<file path="src/hdl/cdq_pkg.sv">
// ----------------------------------------------------------------------------
// cdq_pkg
// Shared types, constants and pointer helpers for the circular deque.
// ----------------------------------------------------------------------------
package cdq_pkg;

   localparam int DEPTH = 8;                    // entries in the circular store
   localparam int IDX_W = $clog2(DEPTH);        // store index width
   localparam int CNT_W = $clog2(DEPTH + 1);    // entry count width, holds DEPTH
   localparam int DATA_W = 32;
   localparam int OCC_W = 4;                    // occupancy field width

   // request codes
   localparam logic [1:0] OP_PUSH_FRONT = 2'd0;
   localparam logic [1:0] OP_PUSH_REAR  = 2'd1;
   localparam logic [1:0] OP_POP_FRONT  = 2'd2;
   localparam logic [1:0] OP_POP_REAR   = 2'd3;

   // result status codes
   localparam logic [1:0] STAT_OK       = 2'd0;
   localparam logic [1:0] STAT_OVERFLOW = 2'd1;
   localparam logic [1:0] STAT_EMPTY    = 2'd2;

   typedef logic [IDX_W-1:0] idx_type;
   typedef logic [CNT_W-1:0] cnt_type;

   // store access for one cycle
   typedef struct packed {
      logic              wr_en;
      idx_type           wr_addr;
      logic [DATA_W-1:0] wr_data;
      idx_type           rd_addr;
   } ram_req_type;

   function automatic idx_type wrap_up(input idx_type i);
      return (i == IDX_W'(DEPTH - 1)) ? '0 : idx_type'(i + 1'b1);
   endfunction

   function automatic idx_type wrap_down(input idx_type i);
      return (i == '0) ? IDX_W'(DEPTH - 1) : idx_type'(i - 1'b1);
   endfunction

endpackage

</file>
<file path="src/hdl/cdq_store.sv">
// ----------------------------------------------------------------------------
// cdq_store
// Deque storage: one write port, one read port, registered read data.
// ----------------------------------------------------------------------------
module cdq_store
   import cdq_pkg::*;
(
   input  logic              clock,
   input  ram_req_type       ram_req,
   output logic [DATA_W-1:0] rd_data
);

   logic [DATA_W-1:0] mem [DEPTH];
   logic [DATA_W-1:0] rd_data_ff;

   always_ff @(posedge clock) begin
      if (ram_req.wr_en) begin
         mem[ram_req.wr_addr] <= ram_req.wr_data;
      end
   end

   always_ff @(posedge clock) begin
      rd_data_ff <= mem[ram_req.rd_addr];
   end

   assign rd_data = rd_data_ff;

endmodule

</file>
<file path="src/hdl/circular_deque.sv">
// ----------------------------------------------------------------------------
// circular_deque
// Double-ended queue over a circular store of DEPTH words.
// Latency: a request accepted at edge N has its result on the rsp_ ports in
//    the following cycle, strobed for exactly one cycle.
// Requests: no new request is taken while busy is high, which it is while the
//    result beat is presented; the store's registered read data sets this.
// Reset (synchronous, active high) empties the deque and zeroes both pointers;
//    store contents are left as they are. The receiver cannot stall.
// ----------------------------------------------------------------------------
module circular_deque
   import cdq_pkg::*;
(
   input  logic              clock,
   input  logic              reset,
   // request channel
   input  logic              start,
   output logic              busy,
   input  logic [1:0]        req_type,
   input  logic signed [DATA_W-1:0] req_push_value,
   // result channel
   output logic              rsp_strobe,
   output logic signed [DATA_W-1:0] rsp_pop_value,
   output logic [1:0]        rsp_status,
   output logic [OCC_W-1:0]  rsp_occupancy
);

   // one-hot sequencer: take a beat, then present its result
   typedef enum logic [1:0] {
      ST_IDLE = 2'b01,
      ST_RESP = 2'b10
   } state_type;

   state_type   state_ff, state_in;
   idx_type     head_ff, head_in;
   idx_type     tail_ff, tail_in;
   cnt_type     count_ff, count_in;
   logic [1:0]  status_ff, status_in;
   logic        popped_ff, popped_in;   // result value comes from the store

   ram_req_type       ram_req;
   logic [DATA_W-1:0] rd_data;

   logic accept;
   logic is_full;
   logic is_empty;
   cnt_type count_dec;

   assign accept   = start && (state_ff == ST_IDLE);
   assign is_full  = (count_ff == CNT_W'(DEPTH));
   assign is_empty = (count_ff == '0);
   assign count_dec = count_ff - 1'b1;

   // Pointer, count and store access for the accepted beat. Pushes write
   // in the accept cycle; pops read here and the word shows up next cycle.
   always_comb begin
      state_in  = state_ff;
      head_in   = head_ff;
      tail_in   = tail_ff;
      count_in  = count_ff;
      status_in = status_ff;
      popped_in = popped_ff;

      ram_req.wr_en   = 1'b0;
      ram_req.wr_addr = head_ff;
      ram_req.wr_data = req_push_value;
      ram_req.rd_addr = (req_type == OP_POP_FRONT) ? head_ff : tail_ff;

      unique case (state_ff)
         ST_IDLE: begin
            if (accept) begin
               state_in  = ST_RESP;
               status_in = STAT_OK;
               popped_in = 1'b0;
               unique case (req_type)
                  OP_PUSH_FRONT, OP_PUSH_REAR: begin
                     priority if (is_full) begin
                        status_in = STAT_OVERFLOW;
                     end else if (is_empty) begin
                        // first entry always lands at index zero
                        head_in         = '0;
                        tail_in         = '0;
                        count_in        = CNT_W'(1);
                        ram_req.wr_en   = 1'b1;
                        ram_req.wr_addr = '0;
                     end else if (req_type == OP_PUSH_FRONT) begin
                        head_in         = wrap_down(head_ff);
                        count_in        = count_ff + 1'b1;
                        ram_req.wr_en   = 1'b1;
                        ram_req.wr_addr = wrap_down(head_ff);
                     end else begin
                        tail_in         = wrap_up(tail_ff);
                        count_in        = count_ff + 1'b1;
                        ram_req.wr_en   = 1'b1;
                        ram_req.wr_addr = wrap_up(tail_ff);
                     end
                  end
                  OP_POP_FRONT, OP_POP_REAR: begin
                     if (is_empty) begin
                        status_in = STAT_EMPTY;
                     end else begin
                        popped_in = 1'b1;
                        count_in  = count_dec;
                        // last element out: pointers stay put
                        if (count_dec != '0) begin
                           if (req_type == OP_POP_FRONT) begin
                              head_in = wrap_up(head_ff);
                           end else begin
                              tail_in = wrap_down(tail_ff);
                           end
                        end
                     end
                  end
                  default: begin
                     status_in = STAT_OK;
                  end
               endcase
            end
         end
         ST_RESP: begin
            state_in = ST_IDLE;
         end
         default: begin
            state_in = ST_IDLE;
         end
      endcase
   end

   always_ff @(posedge clock) begin
      if (reset) begin
         state_ff <= ST_IDLE;
         head_ff  <= '0;
         tail_ff  <= '0;
         count_ff <= '0;
      end else begin
         state_ff <= state_in;
         head_ff  <= head_in;
         tail_ff  <= tail_in;
         count_ff <= count_in;
      end
   end

   // result payload, no reset needed
   always_ff @(posedge clock) begin
      status_ff <= status_in;
      popped_ff <= popped_in;
   end

   cdq_store u_store (
      .clock   (clock),
      .ram_req (ram_req),
      .rd_data (rd_data)
   );

   // result beat: count_ff already holds the post-request occupancy
   assign busy          = (state_ff == ST_RESP);
   assign rsp_strobe    = (state_ff == ST_RESP);
   assign rsp_pop_value = popped_ff ? $signed(rd_data) : '0;
   assign rsp_status    = status_ff;
   assign rsp_occupancy = OCC_W'(count_ff);

`ifndef ASSERT_OFF
   a_count_range: assert property (@(posedge clock) disable iff (reset)
      count_ff <= CNT_W'(DEPTH))
      else $error("entry count above depth");

   a_accept_resp: assert property (@(posedge clock) disable iff (reset)
      accept |=> rsp_strobe)
      else $error("accepted beat without result");

   a_single_beat: assert property (@(posedge clock) disable iff (reset)
      rsp_strobe |=> !rsp_strobe)
      else $error("result strobed twice");

   a_fail_zero: assert property (@(posedge clock) disable iff (reset)
      rsp_strobe && (rsp_status != STAT_OK) |-> rsp_pop_value == '0)
      else $error("failed request returned data");

   a_ovf_full: assert property (@(posedge clock) disable iff (reset)
      rsp_strobe && (rsp_status == STAT_OVERFLOW) |-> count_ff == CNT_W'(DEPTH))
      else $error("overflow reported while not full");
`endif

endmodule
</file>
<file path="config.mk">
export PLATFORM = sky130hd
export DESIGN_NAME = circular_deque
export DESIGN_NICKNAME = d
export VERILOG_FILES = /design/src/hdl/cdq_pkg.sv /design/src/hdl/cdq_store.sv /design/src/hdl/circular_deque.sv
export SDC_FILE = /design/constraint.sdc
export NUM_CORES = 1
export LEC_CHECK = 0
export BUFFER_PORTS_ARGS = -buffer_cell sky130_fd_sc_hd__buf_2
export CAP_MARGIN = 20
export CORE_UTILIZATION = 50
export DETAILED_ROUTE_END_ITERATION = 8
export HOLD_SLACK_MARGIN = 0.15
export PLACE_DENSITY = 0.7
export SYNTH_ARGS = -nofsm -noshare
export SYNTH_HDL_FRONTEND = slang
export SYNTH_HIERARCHICAL = 1
export SYNTH_SLANG_ARGS = --single-unit
</file>
<file path="constraint.sdc">
create_clock -name clock -period 4.1 [get_ports clock]
set_input_delay 0.205 -clock clock [delete_from_list [all_inputs] [get_ports clock]]
set_output_delay 0.205 -clock clock [all_outputs]
set_load 0.03 [all_outputs]
</file>
==> summary.md, run 1 <==
| Metric | Value |
|---|---|
| Outcome | `finished, final reports clean` |
| Post-synth top area share | `0.660` |
| Total power | `just over 7 mW` |
| Multi-input logic area | `between 2000 and 3000 um^2` |
| Worst hold path class | `in2reg` |
| Clk_skew | `9.88 ps` |
| Mux share of post-synthesis cell area | `0.171` |
| Final number of setup-violating endpoints | `0` |
| Final net count | `766` |
| Fin Setup TNS | `0 ps` |
| TritonCTS clock tree | `yes` |
| Placement Setup Slack | `approximately 740 ps` |
| Unrepaired setup endpoints after global routing | `no` |
| Xor and xnor area share after synthesis | `0.00223` |
| Clk buf depth | `3` |
| Worst-Margin Slew | `approximately 680 ps` |
| TritonCTS Buffers | `30` |
| Rel. slew slack | `0.547` |
| P_leak | `about 4.9 nW` |
| Storage element area | `approximately 8700 um^2` |
| DRC errors left | `0` |
| Final Slew Violations | `0` |
| Clk slew on worst S/H paths | `~60 ps` |
| Post-route insts no fill | `between 1000 and 1500` |
| Worst-skew pair later-pin latency | `540 ps` |
| Count of input and output buffers | `76` |
| Tmin final | `roughly 3300 ps` |
| Post-Synth Adder-Cell Area | `0.0117` |
| Worst endpoint required time | `roughly 4300 ps` |
| Synthesized flop and latch total | `approximately 300` |
| Leading area contributor after synthesis | `edfxtp_1` |
| Initial antenna violation count | `0` |
| Post-synthesis simple-gate area fraction | `0.0432` |
| Core Box Area | `~23000 um^2` |
| Syn Nets | `approximately 640` |
| Max H-tree Level | `1` |
| Die area | `about 24000 um^2` |
| Mean Syn Cell Area | `~20 um^2` |
| WL final | `between 20 and 25 mm` |
| # placed instances | `approximately 960` |
| Share of cells above drive strength 1 | `0.284` |
| Chip Height | `about 160 um` |
| Crit path max fanout | `18` |
| DR vias | `about 5800` |
| Post-Synthesis Cells | `588` |
| Number of global-route vias before repair | `between 6000 and 7000` |
| First-pass GRT wire length | `about 34 mm` |
| Post-detailed-placement half-perimeter wirelength | `approximately 13 mm` |
| Avg WL per Cell | `20.6 um` |
| Largest net degree at the start of global routing | `65` |
| P per Cell Area | `511 nW/um^2` |
| Worst setup margin | `roughly 750 ps` |
| Mapped cell area | `11800 um^2` |
| Max-Cap Viols | `0` |
| Final period utilization | `0.817` |
| Final RePlAce weighted congestion | `~0.85` |
| Ranking of synthesized cells by area | `edfxtp_1, mux4_1, dfxtp_1` |
| Width of the chip | `~160 um` |
| Worst vdd ir | `roughly 0.00038 V` |
| Initial DRC Count | `between 300 and 400` |
| CTS sink cnt | `between 300 and 400` |
| FP Rows | `55` |
| Compound-Gate Fraction of Synth Area | `0.0175` |
| Layout filler cell count | `about 1600` |
| Startpoint Class | `flop` |
| CP Capture Type | `flop` |
| Total GRT Usage | `0.187` |
| Detail Route Antenna Nets | `0` |
| Kind of critical path | `reg2reg` |
| Initial Utilization | `0.516` |
| Hold Fails Final Rpt | `0` |
| # Post-CTS Setup Buffers | `0` |
| Yosys Warn Count | `6` |
| DR vias/cell | `~5.5` |
| Final core occ | `0.617` |
| Total grt overflow | `0` |
| Largest family of logic cells by synthesized area | `multiplexers` |
| CTS root buffer | `clkbuf_16` |
| Worst Path Arrival | `approximately 3600 ps` |
| Drt first pass iters | `5` |
| Synth unique cells | `42` |
| Register area share after synthesis | `0.735` |
| Max frequency | `299 MHz` |
| Boundary pin count | `slightly below 80` |
| Area Overhead vs Synth | `19.7%` |
| Antenna diode count | `0` |
==> per-stage QoR <==
| stage | cell area [um^2] | hold WS [ps] |
|---|---|---|
| floorplan | 11800 | 304 |
| global placement | 12600 | 468 |
| detailed placement | 12600 | 485 |
| CTS | 14000 | 222 |
| global route | 14100 | 263 |
| finish | 14100 | 254 |
==> cell usage after synthesis (all sizes together) <==
cell and instances:
edfxtp 259, mux4 64, dfxtp 44, and2 33
mux2 33, buf 23, nor2 21, nand2 15
o21ai 13, ha 11, inv 11, a21oi 8
clkbuf 6, nand2b 6, nor3 6, a211oi 5
mux2i 5, or3 3, a31oi 2, nand3 2
nand4 2, nor2b 2, nor3b 2, xnor2 2
a221o 1, a32o 1, and2b 1, nand3b 1
o21bai 1, o221ai 1, o311a 1, or3b 1
or4 1, xor2 1
==> cell usage in the layout (no fill, tap or decap), types with 2 or more instances in the layout <==
master         netlist  final
nor2_1              21     15
nor2b_1              2      2
mux4_2              24     24
buf_4                2     11
buf_16               0      2
mux2i_1              5      5
nand3_1              2      2
nor3_4               0      2
ha_1                11     11
nand4_1              2      2
o21ai_4              0      2
and2_1              33     33
o21ai_1              8      6
nor3b_1              2      2
or3_1                3      3
a21oi_1              8      8
clkbuf_1             6      6
a31oi_1              2      2
buf_2                8     76
inv_1               10     10
nor2_4               0      6
o21ai_0              5      5
xnor2_1              2      2
edfxtp_1           259    259
dlygate4sd3_1        0     34
clkbuf_16            0     31
bufinv_16            0      5
a211oi_1             4      4
nor3_1               6      4
dfxtp_1             44     44
mux2_2              32     33
nand2b_1             6      6
mux4_1              40     40
nand2_1             15     15
clkbuf_8             0      7
clkinv_2             0      5
buf_12               0      4
==> layout make-up <==
type | instances | area share
clock inverter | 12 | 0.0132
sequential | 303 | 0.614
inverter | 11 | 0.00293
timing repair buffer | 127 | 0.0666
multi-input combinational | 245 | 0.212
clock buffer | 44 | 0.0635
tap | 313 | 0.0278
==> worst max-delay path, stage by stage (launching register included) <==
cell	delay (ps)
dfxtp_1	370
inv_1	120
ha_1	280
nor2b_1	250
nand2_1	100
and2_1	240
o21ai_1	480
nand2_1	260
nor2_4	570
buf_4	360
==> layer usage <==
layer  part of all wire  global-route usage  routed length (um)  up-vias
met2               0.52               0.333               11400      140
li1                   -                   -                   -     2634
met3              0.042              0.0262                 923       40
met4              0.021              0.0560                 447        0
met5                  0                   0                   0        -
met1               0.41               0.238                8980     2941
==> where the power goes <==
| part | internal, mW | switching, mW |
|---|---|---|
| logic | 0.354 | 0.437 |
| registers | 3.47 | 0.0418 |
| clock network | 1.82 | 1.08 |
| total | 5.64 | 1.56 |
==> worst paths after layout <==
check                           slack [ps]        startpoint                  to  cells after the start
worst max-delay path                   750  rsp_occupancy[0]  u_store/mem[7][18]                      9
worst min-delay path                   250             start    rsp_occupancy[2]                      4
worst max register to register         750  rsp_occupancy[0]  u_store/mem[7][18]                      9
worst min register to register         530        tail_ff[1]          tail_ff[1]                      2
==> kinds of logic (layout without fill, tap and decap cells) <==
kind of cell / after synthesis / after routing
flip-flops: 303 / 303
multiplexers: 102 / 102
AND/OR/NAND/NOR: 96 / 96
buffers and inverters: 40 / 194
AO/OA/AOI/OAI: 33 / 33
adder cells (fa/ha/maj): 11 / 11
XOR/XNOR: 3 / 3
==> flip-flops by register name, indices dropped and copies added, names as in the netlist <==
signal and cells:
popped_ff 1, rsp_occupancy 4, rsp_status 2, tail_ff 3
u_store/mem 256, u_store/rd_data 32, head_ff 3, state_ff 2
==> timing repair <==
action | 4_1_cts | 5_1_grt
hold buffers | 34 | 0
gates resized for setup | 0 | 0
hold endpoints to repair | 266 | 0
Note: power is estimated with default switching activity, not from simulation.
==> run 2: changes to the inputs <==
Clock period 4.1 ns to 3 ns, I/O delays scaled along.
==> run 2 against run 1 <==
  * Routed wire length fell by 0.26%
  * First-iteration DRC count rose by 23%
  * Final cell count rose by 1.1%
  * Highest routed layer unchanged
==> summary.md, run 2 (synthesized netlist as in run 1, its figures left out) <==
| Metric | Value |
|---|---|
| Clk slew on worst S/H paths | `50 ps (was 60 ps)` |
| CP max stage delay | `350 ps (was 570 ps)` |
| Largest register by flop count | `u_store/mem (unchanged)` |
| Clk pwr share | `0.373 (was 0.402)` |
| CP startpoint | `rsp_occupancy[0] (unchanged)` |
| Worst endpoint required time | `3220 ps (was 4330 ps)` |
| Post-detailed-placement half-perimeter wirelength | `12.9 mm (about the same)` |
| Worst vdd ir | `0.000431 V (was 0.000377 V)` |
| Detail Route Antenna Nets | `0 (unchanged)` |
| Int Pwr | `7.25 mW (was 5.64 mW)` |
| Worst-skew pair later-pin latency | `560 ps (was 540 ps)` |
| Crit path max fanout | `13 (was 18)` |
| Max H-tree Level | `1 (unchanged)` |
| Unrepaired setup endpoints after global routing | `no (unchanged)` |
| DR vias | `5847 (was 5755)` |
| Sequential Power Share | `0.511 (was 0.488)` |
| Max-Cap Viols | `0 (unchanged)` |
| Psw | `2.15 mW (was 1.56 mW)` |
| Chip Height | `155 um (unchanged)` |
| TritonCTS Buffers | `31 (was 30)` |
| # placed instances | `974 (was 963)` |
| Core Box Area | `22800 um^2 (unchanged)` |
| TritonCTS clock tree | `yes (unchanged)` |
| Largest net degree at the start of global routing | `65 (unchanged)` |
| Die area | `24200 um^2 (unchanged)` |
| DR vias/cell | `5.48 (was 5.45)` |
| Initial Utilization | `0.516 (unchanged)` |
| Most frequent CP cell | `a21oi_1 (was nand2_1)` |
| Total GRT Usage | `0.188 (was 0.187)` |
| Final period utilization | `0.890 (was 0.817)` |
| Most frequent cells in the layout | `edfxtp_1, buf_2, dfxtp_1, mux4_1, dlygate4sd3_1 (unchanged)` |
| Total power | `9.40 mW (was 7.20 mW)` |
| Initial antenna violation count | `0 (unchanged)` |
| Final Slew Violations | `0 (unchanged)` |
| Worst hold path class | `in2reg (unchanged)` |
| DRC errors left | `0 (unchanged)` |
| Total grt overflow | `0 (unchanged)` |
| Post-route insts no fill | `1067 (was 1055)` |
| Startpoint Class | `flop (unchanged)` |
| P_leak | `4.83 nW (was 4.85 nW)` |
| CTS root buffer | `clkbuf_16 (unchanged)` |
| Clk_skew | `26.8 ps (was 9.88 ps)` |
| Number of global-route vias before repair | `6174 (was 6254)` |
| Kind of critical path | `reg2reg (unchanged)` |
| Worst Path Arrival | `2890 ps (was 3580 ps)` |
| P per Cell Area | `667 nW/um^2 (was 511 nW/um^2)` |
| Antenna diode count | `0 (unchanged)` |
| Share of cells above drive strength 1 | `0.290 (was 0.284)` |
| CP Capture Type | `flop (unchanged)` |
| Final net count | `777 (was 766)` |
| Worst-Margin Slew | `995 ps (was 679 ps)` |
| Outcome | `finished, final reports clean (unchanged)` |
| Comb pwr share | `0.116 (was 0.110)` |
| Final number of setup-violating endpoints | `0 (unchanged)` |
| Rel. slew slack | `0.334 (was 0.547)` |
| Avg WL per Cell | `20.3 um (was 20.6 um)` |
| Count of input and output buffers | `76 (unchanged)` |
| Final RePlAce weighted congestion | `0.845 (was 0.853)` |
| Max reg flops | `256 (unchanged)` |
| Hold Fails Final Rpt | `0 (unchanged)` |
| # Post-CTS Setup Buffers | `0 (unchanged)` |
| Reg2reg start | `rsp_occupancy[0] (unchanged)` |
| CTS sink cnt | `303 (unchanged)` |
| Tmin final | `2670 ps (was 3350 ps)` |
| FP Rows | `55 (unchanged)` |
| Final core occ | `0.617 (about the same)` |
| Area Overhead vs Synth | `19.7% (about the same)` |
| Worst path cell trace | `inv_1 > ha_2 > nor2b_1 > nand2_1 > and2_1 > a21oi_1 > a21oi_1 > nand2b_2 > nor3_4 > buf_4 (was inv_1 > ha_1 > nor2b_1 > nand2_1 > and2_1 > o21ai_1 > nand2_1 > nor2_4 > buf_4)` |
| CP max-delay cell | `dfxtp_2 (was nor2_4)` |
| Commonest non-fill, non-tap cell in the layout | `edfxtp_1 (unchanged)` |
| Width of the chip | `155 um (unchanged)` |
| Drt first pass iters | `5 (unchanged)` |
| Switching Share | `0.229 (was 0.216)` |
| Boundary pin count | `77 (unchanged)` |
| Clk buf depth | `3 (unchanged)` |
| Initial DRC Count | `423 (was 343)` |
| WL final | `21.7 mm (about the same)` |
| Hold Startpoint | `req_type[0] (was start)` |
| Max frequency | `375 MHz (was 299 MHz)` |
| First-pass GRT wire length | `34.2 mm (was 34.0 mm)` |
-- run 2: cell count changes in the layout (fill, tap and decap cells not counted), moves of 2 or more --
cell / previous run / this run
clkinv_1: 1 / 8
clkinvlp_4: 1 / 3
buf_16: 2 / 0
dfxtp_1: 44 / 42
buf_12: 4 / 12
clkbuf_8: 7 / 1
bufinv_16: 5 / 1
buf_4: 11 / 14
dfxtp_2: 0 / 2
inv_6: 0 / 2
clkbuf_1: 6 / 8
-- run 2: metrics by stage --
step / setup TNS (ps) / worst slack (ps) / instance area [um^2] / hold slack, ps
4_1_cts: 0 / 115 / 14100 / 189
6_report: 0 / 330 / 14100 / 218
2_1_floorplan: -17060 / -143 / 11800 / 249
5_1_grt: 0 / 63.1 / 14100 / 217
3_5_place_dp: 0 / 118 / 12800 / 424
3_3_place_gp: 0 / 304 / 12800 / 411
-- run 2: worst paths after layout --
kind | end | slack (ps) | depth (start not counted)
max | u_store/mem[0][31] | 330 | 10
min | tail_ff[2] | 220 | 5
max reg2reg | u_store/mem[0][31] | 330 | 10
min reg2reg | tail_ff[1] | 530 | 2
-- run 2: worst max-delay path: cells and delay by family, from the launching register on --
| kind | cells | cell delay (ps) |
|---|---|---|
| AOI/OAI and AO/OA | 2 | 230 |
| adders and majority gates | 1 | 260 |
| buffers and inverters | 2 | 400 |
| DFF | 1 | 350 |
| and+or+nand+nor | 5 | 1120 |
-- run 2: power by group through the flow --
stage | sequential, mW | clock, mW | combinational (mW)
floorplan | 4.88 | 0 | 0.744
global placement | 4.88 | 0 | 1.04
detailed placement | 4.89 | 0 | 1.06
CTS | 4.80 | 3.59 | 1.10
global route | 4.81 | 3.74 | 1.18
finish | 4.80 | 3.51 | 1.09
-- run 2: layer usage --
metal / part of all wire / vias to the layer above / track usage / wire length, um
met1: 0.42 / 3036 / 0.247 / 9180
met5: 0 / - / 0 / 0
met4: 0.019 / 0 / 0.0439 / 416
met3: 0.041 / 33 / 0.0281 / 888
met2: 0.52 / 126 / 0.332 / 11200
li1: - / 2652 / - / -
-- run 2: timing repair --
action | CTS | global route
setup endpoints to repair | 0 | 141
hold buffers | 35 | 0
endpoints found under the hold margin | 269 | 0
resized for setup | 0 | 3
-- run 2: cell type report --
class / count / area, um^2
multi-input cells: 245 / 2990
clock buffers: 40 / 820
repair buffers: 137 / 1080
clock inverters: 18 / 120
fillers: 1655 / 8740
flip-flops and latches: 303 / 8660
well taps: 313 / 392
inverters: 11 / 41.3
==> run 3: changes to the inputs <==
Settings changed: CORE_UTILIZATION 50 to 35, PLACE_DENSITY 0.7 to default.
==> run 3 against run 2 <==
  * Critical path depth unchanged
  * Non-clock buffer count down 3
  * Total power up 3.0%
  * Die area up 42%
  * Sequential power about the same
  * Register-to-register slack worse by 50 ps
  * Cell area up 1.3%
  * Via count down 2.3%
  * Routed wire length up 2.7%
  * Sequential share of layout area down 0.80 points
  * Clock skew down 14 ps
  * Critical endpoint is now u_store/mem[0][3]
  * Largest power group unchanged
  * Highest routed layer unchanged
==> summary.md, run 3 (synthesized netlist as in run 1, its figures left out) <==
| Metric | Value |
|---|---|
| Outcome | `finished, final reports clean (unchanged)` |
| Commonest non-fill, non-tap cell in the layout | `edfxtp_1 (unchanged)` |
| Max frequency | `367 MHz (was 375 MHz)` |
| Chip Height | `185 um (was 155 um)` |
| TritonCTS clock tree | `yes (unchanged)` |
| P per Cell Area | `678 nW/um^2 (was 667 nW/um^2)` |
| Hold Fails Final Rpt | `0 (unchanged)` |
| Startpoint Class | `flop (unchanged)` |
| Final net count | `773 (was 777)` |
| Final hold slack | `416 ps (was 218 ps)` |
| Kind of critical path | `reg2reg (unchanged)` |
| Tmin final | `2720 ps (was 2670 ps)` |
| Crit path max fanout | `18 (was 13)` |
| Final Slew Violations | `0 (unchanged)` |
| Core Box Area | `32800 um^2 (was 22800 um^2)` |
| Clk buf depth | `3 (unchanged)` |
| Clk slew on worst S/H paths | `60 ps (was 50 ps)` |
| CTS root buffer | `clkbuf_16 (unchanged)` |
| Placement Setup Slack | `135 ps (was 118 ps)` |
| DR WL met2 | `10.8 mm (was 11.2 mm)` |
| Worst path cell trace | `inv_1 > ha_1 > nor2b_1 > nand2_1 > and2_2 > a21oi_1 > a21oi_1 > nand2b_2 > nor3_4 > buf_6 (was inv_1 > ha_2 > nor2b_1 > nand2_1 > and2_1 > a21oi_1 > a21oi_1 > nand2b_2 > nor3_4 > buf_4)` |
| First-pass GRT wire length | `34.7 mm (was 34.2 mm)` |
| Max-Cap Viols | `0 (unchanged)` |
| Width of the chip | `185 um (was 155 um)` |
| DR vias/cell | `4.80 (was 5.48)` |
| Delay-heaviest family, CP | `simple AND/OR/NAND/NOR gates (unchanged)` |
| Met3 routed WL | `958 um (was 888 um)` |
| Area Overhead vs Synth | `21.3% (was 19.7%)` |
| Share of cells above drive strength 1 | `0.294 (was 0.290)` |
| Unrepaired setup endpoints after global routing | `no (unchanged)` |
| DRC errors left | `0 (unchanged)` |
| CTS sink cnt | `303 (unchanged)` |
| Worst setup margin | `277 ps (was 330 ps)` |
| Max reg flops | `256 (unchanged)` |
| Final period utilization | `0.908 (was 0.890)` |
| FP Rows | `66 (was 55)` |
| CP max-delay cell | `dfxtp_2 (unchanged)` |
| Total power | `9.69 mW (was 9.40 mW)` |
| Total GRT Usage | `0.134 (was 0.188)` |
| Worst endpoint required time | `3230 ps (was 3220 ps)` |
| Rel. slew slack | `0.523 (was 0.334)` |
| Avg WL per Cell | `18.7 um (was 20.3 um)` |
| Boundary pin count | `77 (unchanged)` |
| Final RePlAce weighted congestion | `0.799 (was 0.845)` |
| Worst-Margin Slew | `712 ps (was 995 ps)` |
| Met1 wire length | `10.1 mm (was 9.18 mm)` |
| Antenna diode count | `0 (unchanged)` |
| Most frequent CP cell | `a21oi_1 (unchanged)` |
| Clk_skew | `12.9 ps (was 26.8 ps)` |
| TritonCTS Buffers | `30 (was 31)` |
| Die area | `34400 um^2 (was 24200 um^2)` |
| DR vias | `5715 (was 5847)` |
| Total grt overflow | `0 (unchanged)` |
| Detail Route Antenna Nets | `0 (unchanged)` |
| CP max stage delay | `350 ps (about the same)` |
| Largest net degree at the start of global routing | `37 (was 65)` |
| Drt first pass iters | `4 (was 5)` |
| Count of input and output buffers | `76 (unchanged)` |
| Layout filler cell count | `2872 (was 1655)` |
| Worst hold path class | `in2reg (unchanged)` |
| Most frequent cells in the layout | `edfxtp_1, buf_2, dfxtp_1, mux4_1, dlygate4sd3_1 (unchanged)` |
| Initial Utilization | `0.359 (was 0.516)` |
| Initial DRC Count | `352 (was 423)` |
| Initial antenna violation count | `0 (unchanged)` |
| Fin Setup TNS | `0 ps (unchanged)` |
| Largest register by flop count | `u_store/mem (unchanged)` |
| Post-detailed-placement half-perimeter wirelength | `13.8 mm (was 12.9 mm)` |
| Top layer in use | `met4 (unchanged)` |
| Number of global-route vias before repair | `5976 (was 6174)` |
| Worst-skew pair later-pin latency | `550 ps (was 560 ps)` |
| Max H-tree Level | `1 (unchanged)` |
| CP Capture Type | `flop (unchanged)` |
| P_leak | `4.85 nW (was 4.83 nW)` |
| Worst Path Arrival | `2950 ps (was 2890 ps)` |
| Buffers & Inverters on Critical Path | `2 (unchanged)` |
| Final number of setup-violating endpoints | `0 (unchanged)` |
| WL final | `22.3 mm (was 21.7 mm)` |
| Worst vdd ir | `0.000456 V (was 0.000431 V)` |
[run 3: cell types whose count changed in the layout (fill, tap and decap cells not counted), moves of 2 or more]
cell / delta
bufinv_16: +3
buf_12: -4
clkbuf_1: -3
clkinv_1: -3
buf_6: +2
buf_4: -2
[run 3: power by group]
group / total [mW] / internal, mW / leakage [nW] / switching (mW)
combinational: 1.10 / 0.488 / 1.65 / 0.608
sequential: 4.80 / 4.74 / 2.71 / 0.0536
clock: 3.79 / 2.28 / 0.491 / 1.51
[run 3: through the flow]
stage / cells / util / instance area, um^2
final: 1191 / 0.436 / 14300
after detailed placement: 1099 / 0.393 / 12900
after global routing: 1191 / 0.436 / 14300
after floorplan: 588 / - / 11800
after CTS: 1191 / 0.435 / 14300
after global placement: 1099 / 0.393 / 12900
[run 3: timing repair]
action,4_1_cts,5_1_grt
endpoints found under the hold margin,269,0
buffers inserted,0,0
setup endpoints to repair,0,224
resized for setup,0,6
hold buffers,36,0
[run 3: final timing paths]
path / cells past startpoint / to / slack (ps) / start
max: 10 / u_store/mem[0][3] / 280 / rsp_occupancy[0]
min: 2 / u_store/mem[1][28] / 420 / req_push_value[28]
max reg2reg: 10 / u_store/mem[0][3] / 280 / rsp_occupancy[0]
min reg2reg: 2 / tail_ff[1] / 540 / tail_ff[1]
[run 3: layer usage]
metal | global-route usage | vias to the layer above
li1 | - | 2648
met1 | 0.179 | 2926
met2 | 0.224 | 116
met3 | 0.0276 | 25
met4 | 0.0311 | 0
met5 | 0 | -
[run 3: layout make-up]
cell class	instances	area, um^2	share of cell area
inverter	11	41.3	0.00289
clock buffer	38	822	0.0575
multi-input combinational	245	3000	0.210
tap	442	553	0.0387
sequential	303	8660	0.606
clock inverter	18	199	0.0139
timing repair buffer	134	1010	0.0709
